===== config.mk =====
export PLATFORM = sky130hd
export DESIGN_NAME = deferred_protect_queue_hazard_flush_unit
export DESIGN_NICKNAME = d
export VERILOG_FILES = /design/src/rtl/core/dpqhf_pkg.sv /design/src/rtl/core/dpqhf_front.sv /design/src/rtl/core/dpqhf_back.sv /design/src/rtl/core/deferred_protect_queue_hazard_flush_unit.sv
export VERILOG_INCLUDE_DIRS = /design/src /design/src/rtl/core
export SDC_FILE = /design/constraint.sdc
export NUM_CORES = 2
export LEC_CHECK = 0
export BUFFER_PORTS_ARGS = -buffer_cell sky130_fd_sc_hd__clkbuf_2
export CAP_MARGIN = 25
export CORE_MARGIN = 5
export CORE_UTILIZATION = 25
export DETAILED_ROUTE_END_ITERATION = 6
export SLEW_MARGIN = 20
export SYNTH_ARGS = -nofsm -noshare
export SYNTH_HDL_FRONTEND = slang
export SYNTH_HIERARCHICAL = 1
export SYNTH_SLANG_ARGS = --single-unit
export TNS_END_PERCENT = 100

===== constraint.sdc =====
create_clock -name clk -period 24 [get_ports clk]
set_input_delay 3.6 -clock clk [delete_from_list [all_inputs] [get_ports clk]]
set_output_delay 3.6 -clock clk [all_outputs]
set_load 0.01 [all_outputs]

===== src/rtl/core/assert_macros.svh =====
// Assertion helpers shared by the RTL.
`ifndef ASSERT_MACROS_SVH
`define ASSERT_MACROS_SVH

`ifndef NO_ASSERTIONS
`define ASSERT_CLKRST(lbl, clk, rst, prop) \
  lbl: assert property (@(posedge clk) disable iff (rst) prop) else $error("%m failed");
`define ASSERT_CLK(lbl, clk, prop) \
  lbl: assert property (@(posedge clk) prop) else $error("%m failed");
`else
`define ASSERT_CLKRST(lbl, clk, rst, prop)
`define ASSERT_CLK(lbl, clk, prop)
`endif

`endif


===== src/rtl/core/dpqhf_pkg.sv =====
`timescale 1ns / 1ps
`default_nettype none
package dpqhf_pkg;

  localparam logic [2:0] REQ_PROTECT   = 3'd0;
  localparam logic [2:0] REQ_FLUSH_ALL = 3'd1;
  localparam logic [2:0] REQ_FLUSH_ADR = 3'd2;
  localparam logic [2:0] REQ_FLUSH_RNG = 3'd3;
  localparam logic [2:0] REQ_FLUSH_TAG = 3'd4;

  localparam logic [2:0] MODE_RW = 3'd2;
  localparam logic [2:0] MODE_WX = 3'd3;

  typedef struct packed {
    logic [2:0]  req_type;
    logic [47:0] range_start;
    logic [47:0] range_length;
    logic [2:0]  access_mode;
    logic [31:0] req_tag;
  } req_t;

  typedef struct packed {
    logic [47:0] cmd_start;
    logic [47:0] cmd_length;
    logic [2:0]  cmd_mode;
    logic        last_of_run;
  } cmd_t;

  typedef enum logic [2:0] {
    OPK_NONE, OPK_EMIT, OPK_PUSH, OPK_DRAIN, OPK_OVERLAP, OPK_TAG
  } op_kind_t;

  typedef struct packed {
    op_kind_t    kind;
    logic [47:0] start;
    logic [47:0] len;
    logic [48:0] end_addr;
    logic        zero;
    logic [2:0]  mode;
    logic [31:0] tag;
    logic        emit_self;
  } op_t;

  typedef struct packed {
    logic [47:0] start;
    logic [47:0] len;
    logic [48:0] end_addr;
    logic        zero;
    logic [2:0]  mode;
    logic [31:0] tag;
  } entry_t;

  typedef enum logic [2:0] {
    BK_IDLE, BK_SCAN, BK_DRAIN, BK_EMIT, BK_PUSH
  } bk_state_t;

endpackage
`default_nettype wire


===== src/rtl/core/dpqhf_front.sv =====
`timescale 1ns / 1ps
`default_nettype none
module dpqhf_front (
  input  wire              clk,
  input  wire              rst,
  input  wire              start,
  output logic             busy,
  input  dpqhf_pkg::req_t  req,
  input  wire              bypass,
  output logic             op_valid,
  output dpqhf_pkg::op_t   op_out,
  input  wire              op_pop
);
  import dpqhf_pkg::*;

  op_t        fifo [2];
  logic       wp, rp;
  logic [1:0] fcnt;
  op_t        op_c;
  logic       push;

  // classify the request
  always_comb begin
    op_c           = '0;
    op_c.kind      = OPK_NONE;
    op_c.start     = req.range_start;
    op_c.len       = req.range_length;
    op_c.mode      = req.access_mode;
    op_c.tag       = req.req_tag;
    op_c.zero      = (req.range_length == '0);
    op_c.end_addr  = {1'b0, req.range_start} + {1'b0, req.range_length} - 49'd1;
    op_c.emit_self = 1'b0;
    unique case (req.req_type)
      REQ_PROTECT: begin
        if (bypass) begin
          op_c.kind = OPK_EMIT;
        end else if (req.access_mode == MODE_RW || req.access_mode == MODE_WX) begin
          op_c.kind      = OPK_OVERLAP;
          op_c.emit_self = 1'b1;
        end else begin
          op_c.kind = OPK_PUSH;
        end
      end
      REQ_FLUSH_ALL: op_c.kind = OPK_DRAIN;
      REQ_FLUSH_ADR: begin
        op_c.kind     = OPK_OVERLAP;
        op_c.zero     = 1'b0;
        op_c.end_addr = {1'b0, req.range_start};
      end
      REQ_FLUSH_RNG: op_c.kind = OPK_OVERLAP;
      REQ_FLUSH_TAG: op_c.kind = OPK_TAG;
      default:       op_c.kind = OPK_NONE;
    endcase
  end

  assign busy     = (fcnt == 2'd2);
  assign push     = start && !busy && (op_c.kind != OPK_NONE);
  assign op_valid = (fcnt != 2'd0);
  assign op_out   = fifo[rp];

  always_ff @(posedge clk) begin
    if (rst) begin
      wp   <= 1'b0;
      rp   <= 1'b0;
      fcnt <= 2'd0;
    end else begin
      if (push) wp <= ~wp;
      if (op_pop) rp <= ~rp;
      fcnt <= fcnt + {1'b0, push} - {1'b0, op_pop};
    end
  end

  always_ff @(posedge clk) begin
    if (push) fifo[wp] <= op_c;
  end

endmodule
`default_nettype wire


===== src/rtl/core/dpqhf_back.sv =====
`timescale 1ns / 1ps
`default_nettype none
module dpqhf_back #(
  parameter int QUEUE_DEPTH = 16,
  localparam int CNT_W = $clog2(QUEUE_DEPTH + 1),
  localparam int PTR_W = $clog2(QUEUE_DEPTH)
) (
  input  wire              clk,
  input  wire              rst,
  input  wire              op_valid,
  input  dpqhf_pkg::op_t   op_in,
  output logic             op_pop,
  output logic             idle,
  output logic [CNT_W-1:0] count,
  output logic             cmd_valid,
  output dpqhf_pkg::cmd_t  cmd
);
  import dpqhf_pkg::*;

  localparam int SUM_W = CNT_W + 1;

  entry_t mem [QUEUE_DEPTH];
  entry_t rd_data;
  entry_t wdata;
  logic   mem_we, rd_en;
  logic [PTR_W-1:0] rd_addr, tail;

  bk_state_t state, state_next;
  op_t op, op_next;
  logic [PTR_W-1:0] head, head_next;
  logic [CNT_W-1:0] count_next, idx, idx_next, tally, tally_next;
  logic [CNT_W-1:0] k, k_next, sent, sent_next, ocnt, ocnt_next;
  logic cmpv, cmpv_next, pend, pend_next;
  logic emit_after, emit_after_next, push_after, push_after_next;
  logic cmd_valid_next;
  cmd_t cmd_next;
  logic hit, decided;
  logic [CNT_W-1:0] dk;

  function automatic logic [PTR_W-1:0] wrap_add(logic [PTR_W-1:0] a, logic [CNT_W-1:0] b);
    logic [SUM_W-1:0] s;
    s = SUM_W'(a) + SUM_W'(b);
    if (s >= SUM_W'(QUEUE_DEPTH)) s = s - SUM_W'(QUEUE_DEPTH);
    return s[PTR_W-1:0];
  endfunction

  function automatic entry_t to_entry(op_t o);
    entry_t e;
    e.start    = o.start;
    e.len      = o.len;
    e.end_addr = o.end_addr;
    e.zero     = o.zero;
    e.mode     = o.mode;
    e.tag      = o.tag;
    return e;
  endfunction

  function automatic bk_state_t after_drain(logic ea, logic pa);
    bk_state_t s;
    s = BK_IDLE;
    if (ea) s = BK_EMIT;
    else if (pa) s = BK_PUSH;
    return s;
  endfunction

  assign tail  = wrap_add(head, count);
  assign idle  = (state == BK_IDLE);
  assign wdata = (state == BK_IDLE) ? to_entry(op_in) : to_entry(op);
  assign hit   = !rd_data.zero && !op.zero &&
                 ({1'b0, rd_data.start} <= op.end_addr) &&
                 ({1'b0, op.start} <= rd_data.end_addr);

  always_comb begin
    state_next      = state;
    op_next         = op;
    head_next       = head;
    count_next      = count;
    idx_next        = idx;
    tally_next      = tally;
    k_next          = k;
    sent_next       = sent;
    ocnt_next       = ocnt;
    cmpv_next       = 1'b0;
    pend_next       = 1'b0;
    emit_after_next = emit_after;
    push_after_next = push_after;
    cmd_valid_next  = 1'b0;
    cmd_next        = cmd;
    mem_we          = 1'b0;
    rd_en           = 1'b0;
    rd_addr         = head;
    op_pop          = 1'b0;
    decided         = 1'b0;
    dk              = '0;
    unique case (state)
      BK_IDLE: begin
        if (op_valid) begin
          op_pop          = 1'b1;
          op_next         = op_in;
          emit_after_next = op_in.emit_self;
          push_after_next = 1'b0;
          idx_next        = '0;
          tally_next      = '0;
          sent_next       = '0;
          ocnt_next       = '0;
          k_next          = count;
          unique case (op_in.kind)
            OPK_EMIT: begin
              cmd_valid_next = 1'b1;
              cmd_next = '{op_in.start, op_in.len, op_in.mode, 1'b1};
            end
            OPK_PUSH: begin
              if (count == CNT_W'(QUEUE_DEPTH)) begin
                // full: drain everything, then queue
                push_after_next = 1'b1;
                emit_after_next = 1'b0;
                state_next      = BK_DRAIN;
              end else begin
                mem_we     = 1'b1;
                count_next = count + CNT_W'(1);
              end
            end
            OPK_DRAIN: begin
              emit_after_next = 1'b0;
              if (count != '0) state_next = BK_DRAIN;
            end
            OPK_OVERLAP, OPK_TAG: state_next = BK_SCAN;
            default: ;
          endcase
        end
      end
      BK_SCAN: begin
        if (cmpv) begin
          if (op.kind == OPK_OVERLAP) begin
            if (hit) begin
              decided = 1'b1;
              dk      = count;
            end
          end else if (rd_data.tag > op.tag) begin
            decided = 1'b1;
            dk      = tally;
          end else begin
            tally_next = tally + CNT_W'(1);
          end
        end
        if (!decided) begin
          if (!cmpv && idx == count) begin
            if (op.kind == OPK_OVERLAP) begin
              state_next = op.emit_self ? BK_EMIT : BK_IDLE;
            end else begin
              decided = 1'b1;
              dk      = tally;
            end
          end else if (idx != count) begin
            rd_en     = 1'b1;
            rd_addr   = wrap_add(head, idx);
            idx_next  = idx + CNT_W'(1);
            cmpv_next = 1'b1;
          end
        end
        if (decided) begin
          k_next    = dk;
          sent_next = '0;
          ocnt_next = '0;
          cmpv_next = 1'b0;
          state_next = (dk == '0) ? after_drain(emit_after, push_after) : BK_DRAIN;
        end
      end
      BK_DRAIN: begin
        if (sent != k) begin
          rd_en     = 1'b1;
          rd_addr   = wrap_add(head, sent);
          sent_next = sent + CNT_W'(1);
          pend_next = 1'b1;
        end
        if (pend) begin
          cmd_valid_next = 1'b1;
          cmd_next = '{rd_data.start, rd_data.len, rd_data.mode,
                       (ocnt + CNT_W'(1) == k) && !emit_after};
          ocnt_next = ocnt + CNT_W'(1);
          if (ocnt + CNT_W'(1) == k) begin
            head_next  = wrap_add(head, k);
            count_next = count - k;
            pend_next  = 1'b0;
            state_next = after_drain(emit_after, push_after);
          end
        end
      end
      BK_EMIT: begin
        cmd_valid_next = 1'b1;
        cmd_next   = '{op.start, op.len, op.mode, 1'b1};
        state_next = BK_IDLE;
      end
      BK_PUSH: begin
        mem_we     = 1'b1;
        count_next = count + CNT_W'(1);
        state_next = BK_IDLE;
      end
      default: state_next = BK_IDLE;
    endcase
  end

  always_ff @(posedge clk) begin
    if (rst) begin
      state     <= BK_IDLE;
      head      <= '0;
      count     <= '0;
      cmpv      <= 1'b0;
      pend      <= 1'b0;
      cmd_valid <= 1'b0;
    end else begin
      state     <= state_next;
      head      <= head_next;
      count     <= count_next;
      cmpv      <= cmpv_next;
      pend      <= pend_next;
      cmd_valid <= cmd_valid_next;
    end
  end

  always_ff @(posedge clk) begin
    op         <= op_next;
    idx        <= idx_next;
    tally      <= tally_next;
    k          <= k_next;
    sent       <= sent_next;
    ocnt       <= ocnt_next;
    emit_after <= emit_after_next;
    push_after <= push_after_next;
    cmd        <= cmd_next;
  end

  always_ff @(posedge clk) begin
    if (mem_we) mem[tail] <= wdata;
    if (rd_en) rd_data <= mem[rd_addr];
  end

endmodule
`default_nettype wire


===== src/rtl/core/deferred_protect_queue_hazard_flush_unit.sv =====
`timescale 1ns / 1ps
`default_nettype none
// A queued protect passes the op FIFO and is written to the queue with no command;
// a full queue drains first. A bypassed protect passes the op FIFO and strobes its
// registered command. Scans read one queue entry per cycle, drains emit one command
// per cycle. Throughput: one transaction per cycle for queued (queue not full) and
// bypassed protects; scans and drains stall input once the 2-entry op FIFO fills.
// The result strobe cannot be stalled. Reset (rst, synchronous) empties queue and FIFO.
module deferred_protect_queue_hazard_flush_unit #(
  parameter int QUEUE_DEPTH = 16
) (
  input  wire              clk,
  input  wire              rst,
  input  wire              start,
  output logic             busy,
  input  dpqhf_pkg::req_t  req,
  input  wire              cfg_valid,
  output logic             cfg_ready,
  input  wire              cfg_data,
  output logic             cmd_valid,
  output dpqhf_pkg::cmd_t  cmd
);
  import dpqhf_pkg::*;
  `include "assert_macros.svh"

  localparam int CNT_W = $clog2(QUEUE_DEPTH + 1);

  logic             bypass_queue;
  logic             op_valid, op_pop, back_idle;
  op_t              op;
  logic [CNT_W-1:0] count;

  // config: always ready; the user must write it only while the unit is idle (unchecked)
  assign cfg_ready = 1'b1;

  always_ff @(posedge clk) begin
    if (rst) begin
      bypass_queue <= 1'b0;
    end else if (cfg_valid && cfg_ready) begin
      bypass_queue <= cfg_data;
    end
  end

  // front: accept and classify, hold ops in a short FIFO
  dpqhf_front u_front (
    .clk      (clk),
    .rst      (rst),
    .start    (start),
    .busy     (busy),
    .req      (req),
    .bypass   (bypass_queue),
    .op_valid (op_valid),
    .op_out   (op),
    .op_pop   (op_pop)
  );

  // back: entry memory, hazard scans, drains and emits
  dpqhf_back #(.QUEUE_DEPTH(QUEUE_DEPTH)) u_back (
    .clk       (clk),
    .rst       (rst),
    .op_valid  (op_valid),
    .op_in     (op),
    .op_pop    (op_pop),
    .idle      (back_idle),
    .count     (count),
    .cmd_valid (cmd_valid),
    .cmd       (cmd)
  );

  `ASSERT_CLK(a_reset_quiet, clk, rst |=> !cmd_valid)
  `ASSERT_CLKRST(a_count_bound, clk, rst, count <= CNT_W'(QUEUE_DEPTH))
  `ASSERT_CLKRST(a_cmd_has_source, clk, rst, cmd_valid |-> $past(!back_idle || op_valid))

endmodule
`default_nettype wire

### Yosys cells after proc, flatten, opt, wreduce, memory -nomap -nowiden

Memories as Yosys holds them, arrays and structs flattened. A register that Yosys moved wholly into a read port is not among the register bits.
Index checks and enable logic that the tools add are counted.

* equal/unequal tests: 42
* magnitude comparators: 7
* multiplexer cells: 102
* reduce and logical (&&, ||, !) cells: 38
* bitwise gates (word level): 4
* add/subtract/negate cells: 18

Operators by type and width (count)
* two-way mux 100 bit: 3
* case mux 100 bit (3 select lines): 1
* two-way mux 181 bit: 1
* two-way mux 5 bit: 25
* <= comparator 48 x 49 -> 1 bit: 2
* two-way mux 50 bit: 1
* adder 48 x 48 -> 49 bit: 1
* subtractor 49 x 1 -> 49 bit (second input constant): 1
* logical NOT 48 bit: 1
* case mux 5 bit (3 select lines): 3
* two-way mux 3 bit: 14
* two-way mux 1 bit: 34
* greater-than comparator 32 bit: 1
* two-way mux 4 bit: 8
* case mux 5 bit (2 select lines): 3
* adder 5 x 1 -> 5 bit (second input constant): 5
* adder 4 x 5 -> 6 bit: 4
* == test 3 x 2 -> 1 bit (second input constant): 8
* >= comparator 6 x 5 -> 1 bit (second input constant): 4
* case mux 3 bit (3 select lines): 2
* != test 2 x 1 -> 1 bit (second input constant): 8
* subtractor 4 x 1 -> 4 bit (second input constant): 4
* == test 3 bit (second input constant): 5
* != test 2 bit (second input constant): 6
* other kinds (34): 66

* bits in registers: 332
* output and inout port bits: 103
* RAM bits: 3266
* memories: 2
* input port bits: 139

Memories
* u_back.mem: words 16, width 181, rd ports 1, clocked after memory_dff 1, write ports 1, RTL line dpqhf_back.sv:22 `entry_t mem [QUEUE_DEPTH];`
* u_front.fifo: words 2, width 185, rd ports 1, clocked after memory_dff 1, write ports 1, RTL line dpqhf_front.sv:16 `op_t fifo [2];`

### Depth between registers and ports, before layout

* depth after elaboration: 15
* depth in mapped cells: 17

### Modules after synthesis

Netlist, hierarchy kept.

By module, submodules not included
* dpqhf_back: seq. area each 102067.9 um^2, times used 1, cells each 8050, area each 134622.9 um^2
* dpqhf_front: seq. area each 11210.8 um^2, times used 1, cells each 1369, area each 18215.0 um^2
* deferred_protect_queue_hazard_flush_unit: seq. area each 20.0 um^2, times used 1, cells each 5, area each 45.0 um^2

### Least setup slack after synthesis

OpenSTA, ideal clock, no wires.

* path type: input port to flip-flop
* start: input req[132] (netlist bit)
* end: memory u_front/fifo[0][0] (netlist bit) (enable)
* arrival: 11672 ps
* required time: 23266 ps
* stages: 3
* setup slack: 11594 ps
* cells stage by stage: o21ai_0 -> nand3b_1 -> nor2_1

* longest elaborated chain between the ends: 7
* elaborated cells between the ends (all ways): 11
* classes of those cells: 4 x eq/ne; 3 x mux; 4 x reduce/logical

Ends and longest elaborated chain
* start, declared: RTL line deferred_protect_queue_hazard_flush_unit.sv:16 `input dpqhf_pkg::req_t req,`
* == test 3 x 2 -> 1 bit: RTL line dpqhf_front.sv:33 `unique case (req.req_type)`
* OR reduction 2 bit (no source line)
* case mux 3 bit (4 select lines) (*): RTL line dpqhf_front.sv:33
* nonzero test 3 bit (*): RTL line dpqhf_front.sv:57 `assign push = start && !busy && (op_c.kind != OPK_NONE);`
* logical AND 1 bit (*): RTL line dpqhf_front.sv:57
* two-way mux 1 bit (*): RTL line dpqhf_front.sv:74 `if (push) fifo[wp] <= op_c;`
* two-way mux 1 bit (implied by the code) (*): RTL line dpqhf_front.sv:74
* end, declared: RTL line dpqhf_front.sv:16

Every way passes the cells marked *; elsewhere a longest branch is shown, timed or not.

### Final worst setup path

* start: register u_back/op[150] (netlist bit)
* end: register u_back/rd_data[38] (netlist name)

* longest elaborated chain between the ends: 8
* elaborated cells between the ends (all ways): 10
* classes of those cells: 1 x order compare; 8 x mux; 1 x reduce/logical

Ends and longest elaborated chain
* start, declared: RTL line dpqhf_back.sv:29 `op_t op, op_next;`
* start signal, assigned: RTL line dpqhf_back.sv:222 `op <= op_next;`
* <= comparator 48 x 49 -> 1 bit (*): RTL line dpqhf_back.sv:71 `({1'b0, op.start} <= rd_data.end_addr);`
* logical AND 1 bit (*): RTL line dpqhf_back.sv:70 `({1'b0, rd_data.start} <= op.end_addr) &&`
* two-way mux 1 bit (*): RTL line dpqhf_back.sv:135 `if (hit) begin`
* two-way mux 1 bit (*): RTL line dpqhf_back.sv:134 `if (op.kind == OPK_OVERLAP) begin`
* two-way mux 1 bit (*): RTL line dpqhf_back.sv:133 `if (cmpv) begin`
* two-way mux 1 bit (*): RTL line dpqhf_back.sv:95 `unique case (state)`
* two-way mux 4 bit or two-way mux 1 bit (tied branches): RTL line dpqhf_back.sv:146 `if (!decided) begin`
* case mux 4 bit (2 select lines) or case mux 1 bit (2 select lines) (tied branches): RTL line dpqhf_back.sv:95

Every way passes the cells marked *; elsewhere a longest branch is shown, timed or not. The select of a mux whose other input is x is not followed.
A chain may end at the register's enable or synchronous reset.

==> impl_summary.log <==
[metrics] max-slew violations: 0
[metrics] Avg WL per Cell: 25.3 um
[metrics] Worst slew margin: 17.2%
[metrics] number of enable flip-flop cells after synthesis: 3759
[metrics] data arrival at the endpoint of the critical path: 9.80 ns
[metrics] top routing layer in use: met5
[metrics] RSZ-0062 raised after global routing: false
[metrics] total design power: 20.1 mW
[metrics] final instance area: 0.176 mm^2
[metrics] cell area after technology mapping: 0.153 mm^2
[metrics] Worst setup SP type: flop
[metrics] Synth-to-Final Area Change: 14.9%
[metrics] height of the chip: 792 um
[metrics] number of DRC markers after the initial detailed-route iteration: 9942
[metrics] class of the most critical hold timing path: reg2reg
[metrics] Worst setup EP type: flop
[metrics] all-layer global routing usage: 14.0%
[metrics] number of placement rows: 287
[metrics] worst voltage drop across the vdd grid: 0.158 mV
[metrics] worst r2r path cells: 17
[metrics] initial antenna violation count: 51
[metrics] Clock Root Buffer: sky130_fd_sc_hd__clkbuf_16
[metrics] Peak Freq: 0.109 GHz
[metrics] Placer Congestion: 0.812
[metrics] met2 routed wirelength: 225000 um
[metrics] clock share of power: 27.7%
[metrics] status: finished, final reports clean
[metrics] cell breakdown of the critical path: ha_1, nand4_1, nor4_2, nand3_1, nand2_1, o221ai_1, o32ai_4, a211oi_2, a311oi_4, buf_4, buf_12, buf_4, buf_4, buf_4, mux2i_1, a22oi_1, and4_1
[metrics] number of nets in the synthesized netlist: 9814
[metrics] Setup Buffers After CTS: 0
[metrics] hold buffer count at cts: 0
[metrics] total grt overflow: 0
[metrics] worst slack after detailed placement: 15.22 ns
[metrics] die width: 792 um
[metrics] startpoint-to-endpoint class of the critical path: reg2reg
[metrics] fraction of registers with async set/reset: 0%
[metrics] number of max-cap violations: 0
[metrics] worst setup skew after layout: 0.108 ns
[metrics] net switching power of the design: 6.47 mW
[metrics] Avg Vias per Cell: 4.77
[metrics] sum of net half-perimeters after detailed placement: 261000 um
[metrics] antenna violation net count after detailed routing: 0
[metrics] wire length of the first global-routing pass: 642000 um
[metrics] static power due to leakage: 59.4 nW
[metrics] Synth Register Bits: 3780
[metrics] Die Footprint: 0.627 mm^2
[metrics] highest-delay cell along the critical path: sky130_fd_sc_hd__buf_4
[metrics] clock-pin slew on the worst setup and hold paths: 0.06 ns
[metrics] clock buffer count from CTS: 351
[metrics] maximum level of the CTS H-tree: 5
[metrics] Max clock buf depth: 4
[metrics] DP Area: 0.164 mm^2
[metrics] area share of the leading cell type in the synthesized netlist: 73.8%
[metrics] transition time at the pin with the least slew margin: 1.24 ns
[metrics] Port Buffer Count: 240
[metrics] met1 wire length: 182000 um
[metrics] switching part of the total power: 32.2%
[metrics] Starting Density: 25.1%
[metrics] largest area contributor in the synthesized netlist: sky130_fd_sc_hd__edfxtp_1
[metrics] TritonCTS clock tree: done
[metrics] synthesized netlist cell count: 9424
[metrics] count of cell types in the netlist: 98
[metrics] residual DRC count: 0
[metrics] fraction of final layout cells sized beyond drive strength 1: 14.2%
[metrics] Final Hold Viols: 0
[metrics] TNS Setup: 0 ns
[metrics] Seq/Total Area, Yosys: 74.1%
[metrics] post-cts repair resize count: 0
[metrics] Internal Pwr Total: 13.6 mW
[metrics] source-to-sink clock delay at the later pin of the worst-skew pair: 0.95 ns
[metrics] number of global-route vias before repair: 84242
[metrics] most common flop cell mapped by yosys: sky130_fd_sc_hd__edfxtp_1
[metrics] sequential cell fraction of total power: 45.7%
[metrics] share of power burned in combinational logic: 26.6%
[metrics] max incr delay on CP: 0.88 ns
[metrics] average footprint of a synthesized cell: 16.2 um^2
[metrics] I/O pin count: 242
[metrics] Setup Viol. Count Final: 0
[metrics] top area cells in the synthesized netlist: sky130_fd_sc_hd__edfxtp_1, sky130_fd_sc_hd__mux2i_1, sky130_fd_sc_hd__nand2_1, sky130_fd_sc_hd__a32oi_1, sky130_fd_sc_hd__mux2_2
[metrics] power per standard cell area: 114 mW/mm^2
[metrics] pin count of the biggest net entering global routing: 140
[metrics] # nets final: 10151
[metrics] worst hold path cell count: 1
[metrics] setup slack after layout: 14.84 ns
[metrics] Data required, critical path: 24.64 ns
[metrics] share of the clock period used by the worst path: 38.2%
[metrics] vias after detailed routing: 86492
[metrics] number of iterations in the first detailed-routing pass: 6
[metrics] total routed wirelength: 459000 um
[metrics] synthesis warning total: 6
[metrics] total number of clock tree sinks: 3780
[metrics] Floorplan Core Area: 0.610 mm^2
[metrics] time the final worst path needs with I/O delays and setup: 9.16 ns
[metrics] largest driver fanout on the critical path: 135
[metrics] met3 wire length: 33300 um
[metrics] most numerous cell on the critical path: sky130_fd_sc_hd__buf_4
-- routing by layer --
metal	global-route usage, %	vias to the layer above
li1	-	37300
met3	2.08	680
met4	4.98	32
met1	18.0	45025
met5	0	-
met2	24.0	3455
-- through the flow --
| stage | util, % | std cells | hold WS [ns] |
|---|---|---|---|
| after floorplan | - | 9424 | 0.448 |
| after global placement | 26.9 | 17486 | 0.492 |
| after detailed placement | 26.9 | 17493 | 0.500 |
| after CTS | 28.8 | 18119 | 0.502 |
| after global routing | 28.8 | 18135 | 0.517 |
| final | 28.8 | 18143 | 0.504 |
-- flip-flops by register name, summed over array words and instances, names as in the netlist, 2 cells and up, named ones only --
register and cells:
u_back/rd_data 181, u_back/head 4, u_back/idx 5, u_back/op 185, u_back/cmd 100, u_back/sent 5, u_front/fcnt 2, u_back/mem 2896
u_back/ocnt 5, u_back/k 5, u_back/count 5, u_back/state 3, u_front/fifo 370, u_back/tally 5
-- path summary, 6_finish.rpt --
check | startpoint | to | slack (ns)
max | u_back/op[150] | u_back/rd_data[38] | 14.84
min | u_back/push_after | u_back/state[2] | 0.50
max reg2reg | u_back/op[150] | u_back/rd_data[38] | 14.84
min reg2reg | u_back/push_after | u_back/state[2] | 0.50
-- worst max-delay path: cells and delay by family, from the launching register on --
kind / cells / cell delay [ns]
buffers and inverters: 5 / 3.70
and+or+nand+nor: 5 / 2.08
AOI/OAI and AO/OA: 5 / 1.52
DFF: 1 / 0.45
adders and majority gates: 1 / 0.35
muxes: 1 / 0.27
-- layout make-up --
| cell class | instances | area, um^2 |
|---|---|---|
| timing repair buffer | 481 | 3390 |
| inverter | 356 | 1340 |
| multi-input combinational | 4791 | 36100 |
| tap | 8092 | 10100 |
| clock buffer | 417 | 9210 |
| sequential | 3780 | 113000 |
| clock inverter | 209 | 2080 |
| antenna | 17 | 42.5 |
| fill | 60279 | 434000 |
-- placed cells by master (no fill, tap or decap), drive strengths merged, types with 22 or more instances in the layout --
cell	n
clkinv	150
nand3	42
o22ai	33
nor3	40
mux2	347
a32oi	472
mux2i	988
o21ai	278
edfxtp	3759
ha	245
bufinv	35
a211oi	47
nand4	48
a21o	44
inv	364
nand2	1234
and4	167
and3	41
a22oi	195
nor4	22
a21oi	143
xnor2	45
nor2	131
clkbuf	661
xor2	47
buf	237
-- power by group through the flow --
stage	Sequential, mW	Combinational (mW)	Clock, mW
4_1_cts	9.17	5.29	5.65
2_1_floorplan	9.31	3.15	0
3_3_place_gp	9.30	5.21	0
3_5_place_dp	9.31	5.26	0
6_report	9.17	5.33	5.57
5_1_grt	9.20	5.67	5.91
-- cell usage after synthesis, drive strengths merged (33+ instances only) --
cell,number
a21oi,143
clkbuf,215
mux2,347
edfxtp,3759
mux2i,988
a21o,44
buf,282
nand3,42
xor2,47
a22oi,195
and3,41
and4,167
a32oi,472
ha,245
nand4,48
nor2,131
nor3,40
xnor2,45
o22ai,33
nand2,1234
inv,356
o21ai,278
a211oi,47
-- cells by family after synthesis --
kind of cell	synth area share, %
DFF	74.1
and+or+nand+nor	5.50
muxes	9.02
AOI/OAI and AO/OA	6.28
buffers and inverters	2.47
adders and majority gates	2.08
xor gates and xnor gates	0.539
other	0.00245
Power figures use the tool's default switching activity.
